### src/rtl/snu_pkg.sv
`timescale 1ns / 1ps
// ----------------------------------------------------------------------------
// snu_pkg: shared types and constants of the surface normal unit
// Field widths, fixed-point formats, CORDIC tables and pipeline splits.
// ----------------------------------------------------------------------------
package snu_pkg;

    // Port field widths
    localparam int FUNC_W        = 2;
    localparam int COORD_W       = 32;
    localparam int ANGLE_W       = 17;
    localparam int NORM_W        = 18;
    localparam int DEF_FRAC_BITS = 16;

    // Stream word widths (fields packed from bit 0, padded to bytes)
    localparam int IN_FIELDS_W = 10 * COORD_W + ANGLE_W;
    localparam int IN_DATA_W   = ((IN_FIELDS_W + 7) / 8) * 8;
    localparam int OUT_DATA_W  = ((3 * NORM_W + 7) / 8) * 8;

    // Shape select
    typedef enum logic [FUNC_W-1:0] {
        FUNC_SPHERE   = 2'd0,
        FUNC_PLANE    = 2'd1,
        FUNC_CYLINDER = 2'd2,
        FUNC_CONE     = 2'd3
    } t_func;

    // Raw vector formats
    localparam int DIFF_W = COORD_W + 1;        // hit - center, exact
    localparam int UNIT_W = 17;                 // cos/sin in Q16, 0..65536
    localparam int MAG_W  = 49;                 // |d| * cos fits below 2^49

    // CORDIC, Q24 internal
    localparam int CORDIC_STEPS     = 24;
    localparam int CORDIC_PER_STAGE = 3;
    localparam int CORDIC_W         = 27;
    localparam int Q_SHIFT          = 8;        // Q16 <-> Q24
    localparam logic signed [CORDIC_W-1:0] CORDIC_GAIN  = 27'sd10188014;
    localparam logic signed [CORDIC_W-1:0] CORDIC_ROUND = 27'sd128;
    localparam logic [ANGLE_W-1:0]         HALF_PI_Q16  = 17'd102944;
    localparam logic [UNIT_W-1:0]          UNIT_ONE     = 17'd65536;

    // Normalization
    localparam int CHUNK_W  = 7;
    localparam int NCHUNK   = (MAG_W + CHUNK_W - 1) / CHUNK_W;
    localparam int CPOS_W   = $clog2(CHUNK_W);
    localparam int POS_W    = $clog2(MAG_W);
    localparam int NORM_MSB = 29;               // scaled max lies in [2^29, 2^30)
    localparam int SCL_W    = NORM_MSB + 1;
    localparam int SQ_W     = 2 * SCL_W;
    localparam int SUM_W    = SQ_W + 2;
    localparam int ROOT_W   = SUM_W / 2;
    localparam int REM_W    = ROOT_W + 2;
    localparam int ISQ_PER_STAGE = 2;
    localparam int NORM_FRAC = 16;
    localparam int NUM_W    = SCL_W + NORM_FRAC + 1;
    localparam int QUO_W    = NORM_FRAC + 1;
    localparam int DIV_PER_STAGE = 2;

    // Front-end word carried beside the CORDIC
    typedef struct packed {
        logic [2:0][DIFF_W-1:0] mag;
        logic [2:0]             neg;
        logic                   cone;
    } t_front;

    // Scaled word carried beside the square root
    typedef struct packed {
        logic [2:0][SCL_W-1:0] mag;
        logic [2:0]            neg;
        logic                  degen;
    } t_scaled;

    // Arctangent of 2^-i in Q24
    function automatic logic signed [CORDIC_W-1:0] cordic_atan(input int idx);
        logic signed [CORDIC_W-1:0] v;
        case (idx)
            0:       v = 27'sd13176795;
            1:       v = 27'sd7778716;
            2:       v = 27'sd4110060;
            3:       v = 27'sd2086331;
            4:       v = 27'sd1047214;
            5:       v = 27'sd524117;
            6:       v = 27'sd262123;
            7:       v = 27'sd131069;
            8:       v = 27'sd65536;
            9:       v = 27'sd32768;
            10:      v = 27'sd16384;
            11:      v = 27'sd8192;
            12:      v = 27'sd4096;
            13:      v = 27'sd2048;
            14:      v = 27'sd1024;
            15:      v = 27'sd512;
            16:      v = 27'sd256;
            17:      v = 27'sd128;
            18:      v = 27'sd64;
            19:      v = 27'sd32;
            20:      v = 27'sd16;
            21:      v = 27'sd8;
            22:      v = 27'sd4;
            23:      v = 27'sd2;
            default: v = '0;
        endcase
        return v;
    endfunction

endpackage

### src/rtl/snu_cordic.sv
`timescale 1ns / 1ps
// ----------------------------------------------------------------------------
// snu_cordic: pipelined sine/cosine of the cone half-angle
// Rotation-mode CORDIC in Q24, a few micro-rotations per stage, with a side
// word that travels along unchanged.
// ----------------------------------------------------------------------------
module snu_cordic #(
    parameter int SIDE_W = 1
) (
    input  logic                                  i_clk,
    input  logic                                  i_rst_n,
    input  logic                                  i_en,
    input  logic                                  i_vld,
    input  logic [snu_pkg::ANGLE_W-1:0]           i_angle,
    input  logic [SIDE_W-1:0]                     i_side,
    output logic                                  o_vld,
    output logic signed [snu_pkg::CORDIC_W-1:0]   o_cos,
    output logic signed [snu_pkg::CORDIC_W-1:0]   o_sin,
    output logic [SIDE_W-1:0]                     o_side
);
    import snu_pkg::*;

    localparam int NST = (CORDIC_STEPS + CORDIC_PER_STAGE - 1) / CORDIC_PER_STAGE;

    logic signed [CORDIC_W-1:0] r_x [NST+1];
    logic signed [CORDIC_W-1:0] r_y [NST+1];
    logic signed [CORDIC_W-1:0] r_z [NST+1];
    logic [SIDE_W-1:0]          r_side [NST+1];
    logic [NST:0]               r_vld;
    logic [ANGLE_W-1:0]         n_angle;

    // Saturate the angle at pi/2
    always_comb begin
        n_angle = (i_angle > HALF_PI_Q16) ? HALF_PI_Q16 : i_angle;
    end

    // Load the start vector
    always_ff @(posedge i_clk) begin
        if (i_en) begin
            r_x[0]    <= CORDIC_GAIN;
            r_y[0]    <= '0;
            r_z[0]    <= CORDIC_W'({n_angle, {Q_SHIFT{1'b0}}});
            r_side[0] <= i_side;
        end
    end

    // Advance valid bits
    always_ff @(posedge i_clk) begin
        if (!i_rst_n) begin
            r_vld <= '0;
        end else if (i_en) begin
            r_vld <= {r_vld[NST-1:0], i_vld};
        end
    end

    for (genvar s = 0; s < NST; s++) begin : g_stage
        logic signed [CORDIC_W-1:0] n_x, n_y, n_z;

        // Micro-rotations of this stage
        always_comb begin
            logic signed [CORDIC_W-1:0] dx, dy;
            n_x = r_x[s];
            n_y = r_y[s];
            n_z = r_z[s];
            dx  = '0;
            dy  = '0;
            for (int k = 0; k < CORDIC_PER_STAGE; k++) begin
                if (s * CORDIC_PER_STAGE + k < CORDIC_STEPS) begin
                    dx = n_y >>> (s * CORDIC_PER_STAGE + k);
                    dy = n_x >>> (s * CORDIC_PER_STAGE + k);
                    if (!n_z[CORDIC_W-1]) begin
                        n_x = n_x - dx;
                        n_y = n_y + dy;
                        n_z = n_z - cordic_atan(s * CORDIC_PER_STAGE + k);
                    end else begin
                        n_x = n_x + dx;
                        n_y = n_y - dy;
                        n_z = n_z + cordic_atan(s * CORDIC_PER_STAGE + k);
                    end
                end
            end
        end

        always_ff @(posedge i_clk) begin
            if (i_en) begin
                r_x[s+1]    <= n_x;
                r_y[s+1]    <= n_y;
                r_z[s+1]    <= n_z;
                r_side[s+1] <= r_side[s];
            end
        end
    end

    assign o_vld  = r_vld[NST];
    assign o_cos  = r_x[NST];
    assign o_sin  = r_y[NST];
    assign o_side = r_side[NST];

endmodule

### config.mk
export PLATFORM = sky130hd
export DESIGN_NAME = snu_cordic
export DESIGN_NICKNAME = d
export VERILOG_FILES = /design/src/rtl/snu_pkg.sv /design/src/rtl/snu_cordic.sv
export SDC_FILE = /design/constraint.sdc
export NUM_CORES = 2
export LEC_CHECK = 0
export BUFFER_PORTS_ARGS = -buffer_cell sky130_fd_sc_hd__buf_2
export CAP_MARGIN = 15
export CORE_UTILIZATION = 50
export CTS_BUF_LIST = sky130_fd_sc_hd__clkbuf_4 sky130_fd_sc_hd__clkbuf_8 sky130_fd_sc_hd__clkbuf_16
export DETAILED_ROUTE_END_ITERATION = 10
export HOLD_SLACK_MARGIN = 0.05
export MAX_ROUTING_LAYER = met4
export PLACE_DENSITY_LB_ADDON = 0.08
export RECOVER_POWER = 100
export SYNTH_ARGS = -nofsm -noshare
export SYNTH_HDL_FRONTEND = slang
export SYNTH_SLANG_ARGS = --single-unit
export TNS_END_PERCENT = 100
### constraint.sdc
create_clock -name i_clk -period 19 [get_ports i_clk]
set_clock_uncertainty 0.15 [all_clocks]
set_input_delay 3.8 -clock i_clk [delete_from_list [all_inputs] [get_ports i_clk]]
set_output_delay 3.8 -clock i_clk [all_outputs]
set_load 0.01 [all_outputs]
==> flow_summary.toml <==
[setup_path]
cp.arrival_ns = 15.61
endpoint_kind = "register"
worstPathMaxFanout = 40
slowest_stage = "clkbuf_1"
required_ns = 19.33
critPathKind = "reg2reg"
crit_path_max_incr_delay_ns = 1.43
worstSetupStartpoint = "r_z[0][134]"
rr_startpoint = "r_z[0][134]"
start_kind = "register"
worstRegToRegCells = 48

[logic_synthesis]
synth-seq-cells = 612
ys.flop_type = "edfxtp_1"
syn_area_mm2 = 0.101
synthCells = 12300
ys.warnings.count = 0
syn_avg_cell_area_um2 = 8.19
synth-edff-count = 603
synth_cell_types = 119
yosysSeqAreaShare_pct = 18.2
async_flop_share_pct = 0
syn_nets = 14000

[timing]
slew_headroom_pct = -258
setup_viol = 0
min_period_ns = 15.28
fin_crit_sh_pct = 80.4
hold_violations = 0
maxSlewViolCount = 1096
worst_slew_pin_slew_ns = 5.37
tns_ns = 0
fmax_mhz = 65.5
rsz0062_at_grt = "no"

[floorplan]
die-area_mm2 = 0.203
rows = 164
core_mm2 = 0.200
die_x_um = 451
ios = 78
start_util_pct = 50.3
die_y_um = 451

[status]
violations = "design-rule violations, max-capacitance violations, max-slew violations"
status = "finished with violations"

[clock_tree]
cts_root_buf = "clkbuf_16"
clockBufferDepth = 3
insertion_delay_ns = 0.74
ctsHtreeMaxLevel = 3
cts_tree = "yes"
cts_resized = 0
clock_sinks = 612
hold_buffers = 0
clk_pin_slew_ns = 0.08
post_cts_buffers = 0
numCtsBuffers = 80

[final_layout]
fillers = 18900
stdcell_count = 15000
num-nets-final = 14000
drive_gt1_share_pct = 3.18
synthToLayoutAreaGrowth_pct = 5.64
final_common_cell = "ha_1"
final_cell_mix = "1642 x ha_1, 1273 x a21oi_1, 1220 x xnor2_1"

[global_route]
grt_pass1_wl_mm = 449
grt_overflow = 0
antenna_found_initial = 3
grt_start_max_net_pins = 86
first_global_vias = 83500
grt_usage_pct = 27.8

[detailed_routing]
vias_per_cell = 5.93
ant_nets = 0
drt_wl_total_mm = 284
dr.pass1.iters = 9
routedWlPerCell_um = 19.0
vias = 88900
drc = 2
drt_iter0_markers = 6353

[placement]
numPortBuffers = 77
dp_cells = 14800
place_congestion = 0.950
place_hpwl_mm = 236

[run]
drv_cap = 25

[min_path]
hp-class = "reg2reg"
worstHoldPathCells = 0
hp-start = "r_z[0][88]"
[through the flow]
| step | cell area, µm² | setup WS, ns | hold slack (ns) | util, % |
|---|---|---|---|---|
| after floorplan | 101000 | 7.97 | 0.250 | - |
| after global routing | 106000 | 2.47 | 0.274 | 53.2 |
| after CTS | 106000 | 6.09 | 0.250 | 53.3 |
| after global placement | 104000 | 6.47 | 0.250 | 51.9 |
| after detailed placement | 104000 | 6.17 | 0.255 | 51.9 |
| final | 106000 | 3.72 | 0.248 | 53.2 |
[critical path, delay by kind of cell, from the launching register on]
| family | cells | cell delay (ns) |
|---|---|---|
| AND/OR/NAND/NOR | 5 | 0.69 |
| adder cells (fa/ha/maj) | 3 | 1.54 |
| XOR/XNOR | 2 | 0.32 |
| buffers and inverters | 9 | 5.59 |
| flip-flops | 1 | 0.46 |
| AO/OA/AOI/OAI | 29 | 6.13 |
[per-layer routing]
layer  vias to the layer above  routed length (µm)  track usage [%]
li1                      44700                   -                -
met1                     42100              135000             37.4
met2                      1820              132000             45.5
met3                       273               11600             2.29
met4                         0                5660             5.77
met5                         -                   0                -
[kinds of logic (layout without fill, tap and decap cells)]
family	after synthesis	in the layout	share of synthesized area [%]
AND/OR/NAND/NOR	3342	3342	16.1
other	0	3	0
XOR/XNOR	1744	1744	15.3
adder cells (fa/ha/maj)	1699	1699	21.6
buffers and inverters	972	1025	3.84
AO/OA/AOI/OAI	3788	3788	23.7
multiplexers	119	119	1.25
flip-flops	612	612	18.2
[cell type report]
type | count | area, µm² | share of cell area [%]
multi-input combinational | 10700 | 78500 | 73.8
sequential | 612 | 18300 | 17.2
tap | 2656 | 3320 | 3.13
inverter | 744 | 2790 | 2.63
clock buffer | 94 | 2130 | 2.01
clock inverter | 53 | 651 | 0.612
timing repair buffer | 134 | 621 | 0.584
antenna | 3 | 7.51 | 0.00706
[synth_stat cells (110+ instances only)]
cell | instances | area share [%]
nand3_1 | 182 | 0.91
edfxtp_1 | 603 | 18
xor2_1 | 512 | 4.5
o21a_1 | 253 | 1.9
a21o_1 | 395 | 2.9
ha_1 | 1642 | 20
o21bai_1 | 196 | 1.5
and3_1 | 110 | 0.68
xnor2_1 | 1220 | 11
nor2_1 | 1127 | 4.2
nor2b_1 | 218 | 1.4
nand2_1 | 640 | 2.4
clkbuf_1 | 146 | 0.54
o21ai_0 | 701 | 3.5
nor3_1 | 303 | 1.5
a31oi_1 | 136 | 0.85
a21oi_1 | 1273 | 6.3
nand2b_1 | 219 | 1.4
inv_1 | 733 | 2.7
[registers in the layout, indices dropped and copies added, names as in the netlist]
| register | cells |
|---|---|
| r_vld | 9 |
| r_y | 201 |
| r_x | 204 |
| r_side | 9 |
| r_z | 189 |
[final timing paths]
| kind | endpoint | slack, ns |
|---|---|---|
| min | r_z[0][115] | 0.25 |
| min reg2reg | r_z[0][115] | 0.25 |
| max reg2reg | r_x[0][161] | 3.72 |
| max | r_x[0][161] | 3.72 |
Power is not shown: default switching activity piles up to over one toggle a cycle in this logic, so the estimate is an artifact.
