### config.mk
export PLATFORM = sky130hd
export DESIGN_NAME = snu_isqrt
export DESIGN_NICKNAME = d
export VERILOG_FILES = /design/src/rtl/snu_pkg.sv /design/src/rtl/snu_isqrt.sv
export SDC_FILE = /design/constraint.sdc
export NUM_CORES = 2
export LEC_CHECK = 0
export BUFFER_PORTS_ARGS = -buffer_cell sky130_fd_sc_hd__buf_2
export CAP_MARGIN = 20
export CORE_UTILIZATION = 30
export CTS_CLUSTER_SIZE = 25
export DETAILED_ROUTE_END_ITERATION = 16
export GPL_ROUTABILITY_DRIVEN = 0
export SLEW_MARGIN = 10
export SYNTH_ARGS = -nofsm -noshare
export SYNTH_HDL_FRONTEND = slang
export SYNTH_SLANG_ARGS = --single-unit
### constraint.sdc
create_clock -name i_clk -period 8.6 [get_ports i_clk]
set_input_delay 0.86 -clock i_clk [delete_from_list [all_inputs] [get_ports i_clk]]
set_output_delay 0.86 -clock i_clk [all_outputs]
set_load 0.01 [all_outputs]
### src/rtl/snu_pkg.sv
`timescale 1ns / 1ps
// ----------------------------------------------------------------------------
// snu_pkg: shared types and constants of the surface normal unit
// Field widths, fixed-point formats, CORDIC tables and pipeline splits.
// ----------------------------------------------------------------------------
package snu_pkg;

    // Port field widths
    localparam int FUNC_W        = 2;
    localparam int COORD_W       = 32;
    localparam int ANGLE_W       = 17;
    localparam int NORM_W        = 18;
    localparam int DEF_FRAC_BITS = 16;

    // Stream word widths (fields packed from bit 0, padded to bytes)
    localparam int IN_FIELDS_W = 10 * COORD_W + ANGLE_W;
    localparam int IN_DATA_W   = ((IN_FIELDS_W + 7) / 8) * 8;
    localparam int OUT_DATA_W  = ((3 * NORM_W + 7) / 8) * 8;

    // Shape select
    typedef enum logic [FUNC_W-1:0] {
        FUNC_SPHERE   = 2'd0,
        FUNC_PLANE    = 2'd1,
        FUNC_CYLINDER = 2'd2,
        FUNC_CONE     = 2'd3
    } t_func;

    // Raw vector formats
    localparam int DIFF_W = COORD_W + 1;        // hit - center, exact
    localparam int UNIT_W = 17;                 // cos/sin in Q16, 0..65536
    localparam int MAG_W  = 49;                 // |d| * cos fits below 2^49

    // CORDIC, Q24 internal
    localparam int CORDIC_STEPS     = 24;
    localparam int CORDIC_PER_STAGE = 3;
    localparam int CORDIC_W         = 27;
    localparam int Q_SHIFT          = 8;        // Q16 <-> Q24
    localparam logic signed [CORDIC_W-1:0] CORDIC_GAIN  = 27'sd10188014;
    localparam logic signed [CORDIC_W-1:0] CORDIC_ROUND = 27'sd128;
    localparam logic [ANGLE_W-1:0]         HALF_PI_Q16  = 17'd102944;
    localparam logic [UNIT_W-1:0]          UNIT_ONE     = 17'd65536;

    // Normalization
    localparam int CHUNK_W  = 7;
    localparam int NCHUNK   = (MAG_W + CHUNK_W - 1) / CHUNK_W;
    localparam int CPOS_W   = $clog2(CHUNK_W);
    localparam int POS_W    = $clog2(MAG_W);
    localparam int NORM_MSB = 29;               // scaled max lies in [2^29, 2^30)
    localparam int SCL_W    = NORM_MSB + 1;
    localparam int SQ_W     = 2 * SCL_W;
    localparam int SUM_W    = SQ_W + 2;
    localparam int ROOT_W   = SUM_W / 2;
    localparam int REM_W    = ROOT_W + 2;
    localparam int ISQ_PER_STAGE = 2;
    localparam int NORM_FRAC = 16;
    localparam int NUM_W    = SCL_W + NORM_FRAC + 1;
    localparam int QUO_W    = NORM_FRAC + 1;
    localparam int DIV_PER_STAGE = 2;

    // Front-end word carried beside the CORDIC
    typedef struct packed {
        logic [2:0][DIFF_W-1:0] mag;
        logic [2:0]             neg;
        logic                   cone;
    } t_front;

    // Scaled word carried beside the square root
    typedef struct packed {
        logic [2:0][SCL_W-1:0] mag;
        logic [2:0]            neg;
        logic                  degen;
    } t_scaled;

    // Arctangent of 2^-i in Q24
    function automatic logic signed [CORDIC_W-1:0] cordic_atan(input int idx);
        logic signed [CORDIC_W-1:0] v;
        case (idx)
            0:       v = 27'sd13176795;
            1:       v = 27'sd7778716;
            2:       v = 27'sd4110060;
            3:       v = 27'sd2086331;
            4:       v = 27'sd1047214;
            5:       v = 27'sd524117;
            6:       v = 27'sd262123;
            7:       v = 27'sd131069;
            8:       v = 27'sd65536;
            9:       v = 27'sd32768;
            10:      v = 27'sd16384;
            11:      v = 27'sd8192;
            12:      v = 27'sd4096;
            13:      v = 27'sd2048;
            14:      v = 27'sd1024;
            15:      v = 27'sd512;
            16:      v = 27'sd256;
            17:      v = 27'sd128;
            18:      v = 27'sd64;
            19:      v = 27'sd32;
            20:      v = 27'sd16;
            21:      v = 27'sd8;
            22:      v = 27'sd4;
            23:      v = 27'sd2;
            default: v = '0;
        endcase
        return v;
    endfunction

endpackage

### src/rtl/snu_isqrt.sv
`timescale 1ns / 1ps
// ----------------------------------------------------------------------------
// snu_isqrt: pipelined integer square root
// Digit-by-digit floor square root, two result bits per stage, with a side
// word that travels along unchanged.
// ----------------------------------------------------------------------------
module snu_isqrt #(
    parameter int SIDE_W = 1
) (
    input  logic                          i_clk,
    input  logic                          i_rst_n,
    input  logic                          i_en,
    input  logic                          i_vld,
    input  logic [snu_pkg::SUM_W-1:0]     i_rad,
    input  logic [SIDE_W-1:0]             i_side,
    output logic                          o_vld,
    output logic [snu_pkg::ROOT_W-1:0]    o_root,
    output logic [SIDE_W-1:0]             o_side
);
    import snu_pkg::*;

    localparam int NST = (ROOT_W + ISQ_PER_STAGE - 1) / ISQ_PER_STAGE;

    logic [SUM_W-1:0]  r_rad  [NST+1];
    logic [REM_W-1:0]  r_rem  [NST+1];
    logic [ROOT_W-1:0] r_root [NST+1];
    logic [SIDE_W-1:0] r_side [NST+1];
    logic [NST:0]      r_vld;

    // Load the radicand
    always_ff @(posedge i_clk) begin
        if (i_en) begin
            r_rad[0]  <= i_rad;
            r_rem[0]  <= '0;
            r_root[0] <= '0;
            r_side[0] <= i_side;
        end
    end

    // Advance valid bits
    always_ff @(posedge i_clk) begin
        if (!i_rst_n) begin
            r_vld <= '0;
        end else if (i_en) begin
            r_vld <= {r_vld[NST-1:0], i_vld};
        end
    end

    for (genvar s = 0; s < NST; s++) begin : g_stage
        logic [SUM_W-1:0]  n_rad;
        logic [REM_W-1:0]  n_rem;
        logic [ROOT_W-1:0] n_root;

        // Bring down two radicand bits per step, try a one digit
        always_comb begin
            logic [REM_W+1:0] cat, sub;
            n_rad  = r_rad[s];
            n_rem  = r_rem[s];
            n_root = r_root[s];
            cat    = '0;
            sub    = '0;
            for (int k = 0; k < ISQ_PER_STAGE; k++) begin
                if (s * ISQ_PER_STAGE + k < ROOT_W) begin
                    cat   = {n_rem, n_rad[SUM_W-1 -: 2]};
                    sub   = (REM_W + 2)'({n_root, 2'b01});
                    n_rad = n_rad << 2;
                    if (cat >= sub) begin
                        n_rem  = REM_W'(cat - sub);
                        n_root = {n_root[ROOT_W-2:0], 1'b1};
                    end else begin
                        n_rem  = REM_W'(cat);
                        n_root = {n_root[ROOT_W-2:0], 1'b0};
                    end
                end
            end
        end

        always_ff @(posedge i_clk) begin
            if (i_en) begin
                r_rad[s+1]  <= n_rad;
                r_rem[s+1]  <= n_rem;
                r_root[s+1] <= n_root;
                r_side[s+1] <= r_side[s];
            end
        end
    end

    assign o_vld  = r_vld[NST];
    assign o_root = r_root[NST];
    assign o_side = r_side[NST];

endmodule

==> qor.csv <==
stage,metric,value,unit
grt,antenna violations before repair,1,
timing,Worst-Margin Slew,1.16,ns
synth,post-synthesis simple-gate area fraction,0.155,
timing,Final setup viols,0,
detailed_routing,router iterations before antenna repair,7,
synth,Post-synth EDFFs,1273,
setup_path,crit path buf inv count,4,
timing,post-layout worst setup margin,1.08,ns
detailed_routing,post-route ant nets,0,
grt,total gr overflow,0,
synth,Yosys top cell area share,0.472,
clock_network,H-Tree Depth,4,
grt,largest net degree at the start of global routing,137,
flow_run,max-cap viol count,0,
timing,Fin Clk Skew,0.108,ns
synth,adder-cell share of the synthesized area,0.0813,
clock_network,TritonCTS clock tree,done,
setup_path,crit path launch type,flip-flop,
synth,Synth area leader,edfxtp_1,
setup_path,crit-path cells,inv_1 -> ha_1 -> and4_1 -> o21ai_0 -> and3_1 -> o31ai_1 -> o21ai_0 -> nand2_1 -> buf_4 -> inv_1 -> o21ai_0 -> ha_1 -> a21o_1 -> a21o_1 -> a21oi_1 -> o21ai_0 -> a31oi_1 -> o21a_1 -> o21ai_0 -> o21ai_0 -> and3b_1 -> inv_1 -> mux2_2,
detailed_routing,Avg WL per Cell,17.4,um
synth,fraction of the mapped netlist area in compound gates,0.158,
place,number of buffers added on ports,99,
timing,RSZ-0062 raised after global routing,no,
timing,Tmin final,7.52,ns
worst_hold_path,HP Class,in2reg,
synth,multiplexer area fraction after synthesis,0.0203,
synth,Ys Warns,0,
detailed_routing,violation count after the first detailed-routing iteration,5347,
clock_network,worst-skew pair later-pin latency,0.87,ns
place,DP HPWL,151,mm
timing,final period utilization,0.874,
synth,Post-Syn Area per Cell,10.3,sq um
grt,GR Util All Layers,0.143,
synth,Yosys reg bits,1290,
setup_path,CP max FO,24,
setup_path,Worst Setup End Kind,flip-flop,
floorplanning,DIE AREA,272000,sq um
timing,setup_tns,0,ns
floorplanning,die width,521,um
power_and_ir_drop,pwr/cell area,297,nW/um^2
floorplanning,core area,268000,sq um
finish,Layout area overhead,11.9,%
setup_path,slowest cell delay on critical path,0.86,ns
clock_network,"Hold-fix buffers, CTS",0,
synth,fraction of registers with async set/reset,0,
timing,final hold viol count,0,
clock_network,CTS clock-pin slew for the worst setup and hold paths,0.06,ns
power_and_ir_drop,LEAKAGE,34.4,nW
finish,layout cells sized above 1,0.0760,
synth,Mapped Area,80900,sq um
detailed_routing,routed vias/inst,5.26,
clock_network,Post-CTS Setup Repair Bufs,0,
clock_network,Max clock buf depth,4,
finish,final net count,8541,
synth,most common flop cell mapped by yosys,edfxtp_1,
detailed_routing,# DRC,0,
finish,fillers,26800,
place,pre-CTS WS,1.22,ns
synth,Synth cell types,109,
setup_path,most frequent CP cell,o21ai_0,
synth,top post-synthesis cells by area,"edfxtp_1, ha_1, xnor2_1",
floorplanning,std cell rows,190,
setup_path,family with the most delay on the worst path,compound AO/OA/AOI/OAI gates,
power_and_ir_drop,peak supply drop,0.174,mV
synth,Cells after Synth,7863,
synth,main combinational cell family by area after synthesis,compound AO/OA/AOI/OAI gates,
setup_path,CP max-delay cell,and3b_1,
timing,fmax,133,MHz
setup_path,CP required,9.13,ns
setup_path,type of the worst setup path,reg2reg,
clock_network,CTS Buf Count,160,
detailed_routing,final wirelength,202,mm
timing,Max-slew headroom,0.226,
timing,Pins Over Slew Limit,0,
grt,first-pass GRT wire length,318,mm
clock_network,CTS sink count,1290,
synth,"Seq/Total Area, Yosys",0.477,
clock_network,Post-CTS Resized,0,
clock_network,root buffer cell,clkbuf_16,
grt,vias in the first global route,58300,
synth,XOR/XNOR share of the synthesized area,0.0748,
floorplanning,Ports,100,
detailed_routing,routed vias,61100,
run_status,status,finished clean,
floorplanning,die height,521,um
setup_path,Critical Path AT,8.05,ns
floorplanning,Starting Density,0.302,
registers in the layout, indices dropped and copies added (netlist names):
signal / count
r_rad: 512
r_rem: 473
r_root: 271
r_side: 17
r_vld: 17
where the power goes:
part	internal, mW	switching (mW)
logic	4.61	6.64
registers	8.34	0.793
clock network	3.85	2.67
total	16.8	10.1
kinds of logic after synthesis:
kind of cell    count (synthesis)
xor+xnor                      691
fa+ha+maj                     526
simple gates                 2516
buf+inv                       712
compound gates               1977
flops                        1290
mux                           150
other cells                     1
per-layer routing:
metal	wire length, um	GRT usage	vias up
met5	0	0	-
li1	-	-	29500
met3	12300	0.0207	409
met1	92000	0.195	29100
met4	7430	0.0551	0
met2	90500	0.229	2089
worst reg2reg max path, cell delays in order (launching register included):
cell and delay, ns:
edfxtp_1 0.36, inv_1 0.08, ha_1 0.40, and4_1 0.34
o21ai_0 0.19, and3_1 0.28, o31ai_1 0.60, o21ai_0 0.37
nand2_1 0.19, buf_4 0.30, inv_1 0.36, o21ai_0 0.35
ha_1 0.33, a21o_1 0.17, a21o_1 0.17, a21oi_1 0.20
o21ai_0 0.15, a31oi_1 0.19, o21a_1 0.20, o21ai_0 0.15
o21ai_0 0.47, and3b_1 0.86, inv_1 0.22, mux2_2 0.33
final timing paths:
path	startpoint	endpoint	slack, ns	depth (start not counted)
setup reg to reg	r_root[0][314]	r_rem[0][378]	1.08	23
hold reg to reg	r_rad[0][335]	r_rad[0][401]	0.31	0
hold / removal	i_rad[13]	r_rad[0][13]	0.17	1
setup / recovery	r_root[0][314]	r_rem[0][378]	1.08	23
layout make-up:
type	count	area [sq um]	share of cell area
multi-input cells	5863	39700	0.438
flip-flops and latches	1290	38600	0.426
well taps	3552	4440	0.0491
clock buffers	184	4180	0.0462
inverters	479	1800	0.0199
repair buffers	155	977	0.0108
clock inverters	95	882	0.00974
diodes	3	7.51	0.0000829
cell usage in the layout, fill, tap and decap left out, types with 82 or more instances in the layout:
cell type / instances
nand2_1: 585
inv_1: 469
clkbuf_16: 164
o21a_1: 91
nor2b_1: 110
nand2b_1: 82
mux2_2: 99
xnor2_1: 452
ha_1: 525
nand4_1: 123
o21ai_0: 388
xor2_1: 239
a21oi_1: 597
nor3_1: 194
nor2_1: 671
a21o_1: 223
edfxtp_1: 1273
nand3_1: 213
buf_2: 98
nor4_1: 102
cells in the mapped netlist, types with 18 or more instances:
cell       instances
edfxtp_1        1273
nor2_1           671
a21oi_1          597
nand2_1          585
ha_1             525
inv_1            469
xnor2_1          452
o21ai_0          388
xor2_1           239
a21o_1           223
nand3_1          213
nor3_1           194
clkbuf_1         188
nand4_1          123
nor2b_1          110
nor4_1           104
mux2_2            99
o21a_1            91
nand2b_1          82
or3_1             76
a211oi_1          71
o31ai_1           71
a31oi_1           68
o21bai_1          67
or2_2             58
o211ai_1          55
and3_1            53
and2_1            48
mux2i_1           47
or4_1             34
nor3b_1           29
o31a_1            26
o2111ai_1         25
and4_1            24
a2111oi_0         23
nand4b_1          23
nor4b_1           23
a21boi_0          22
buf_2             21
o22ai_1           18
stage by stage:
| step | hold WS (ns) | total power [mW] | util | area (sq um) | std cells |
|---|---|---|---|---|---|
| after detailed placement | 0.405 | 20.2 | 0.319 | 85400 | 11300 |
| after global placement | 0.400 | 20.0 | 0.319 | 85400 | 11300 |
| after CTS | 0.0876 | 27.0 | 0.337 | 90500 | 11600 |
| final | 0.167 | 26.9 | 0.338 | 90500 | 11600 |
| after floorplan | 0.400 | 17.4 | - | 80900 | 7865 |
| after global routing | 0.108 | 28.6 | 0.338 | 90500 | 11600 |
Power figures use the tool's default switching activity.
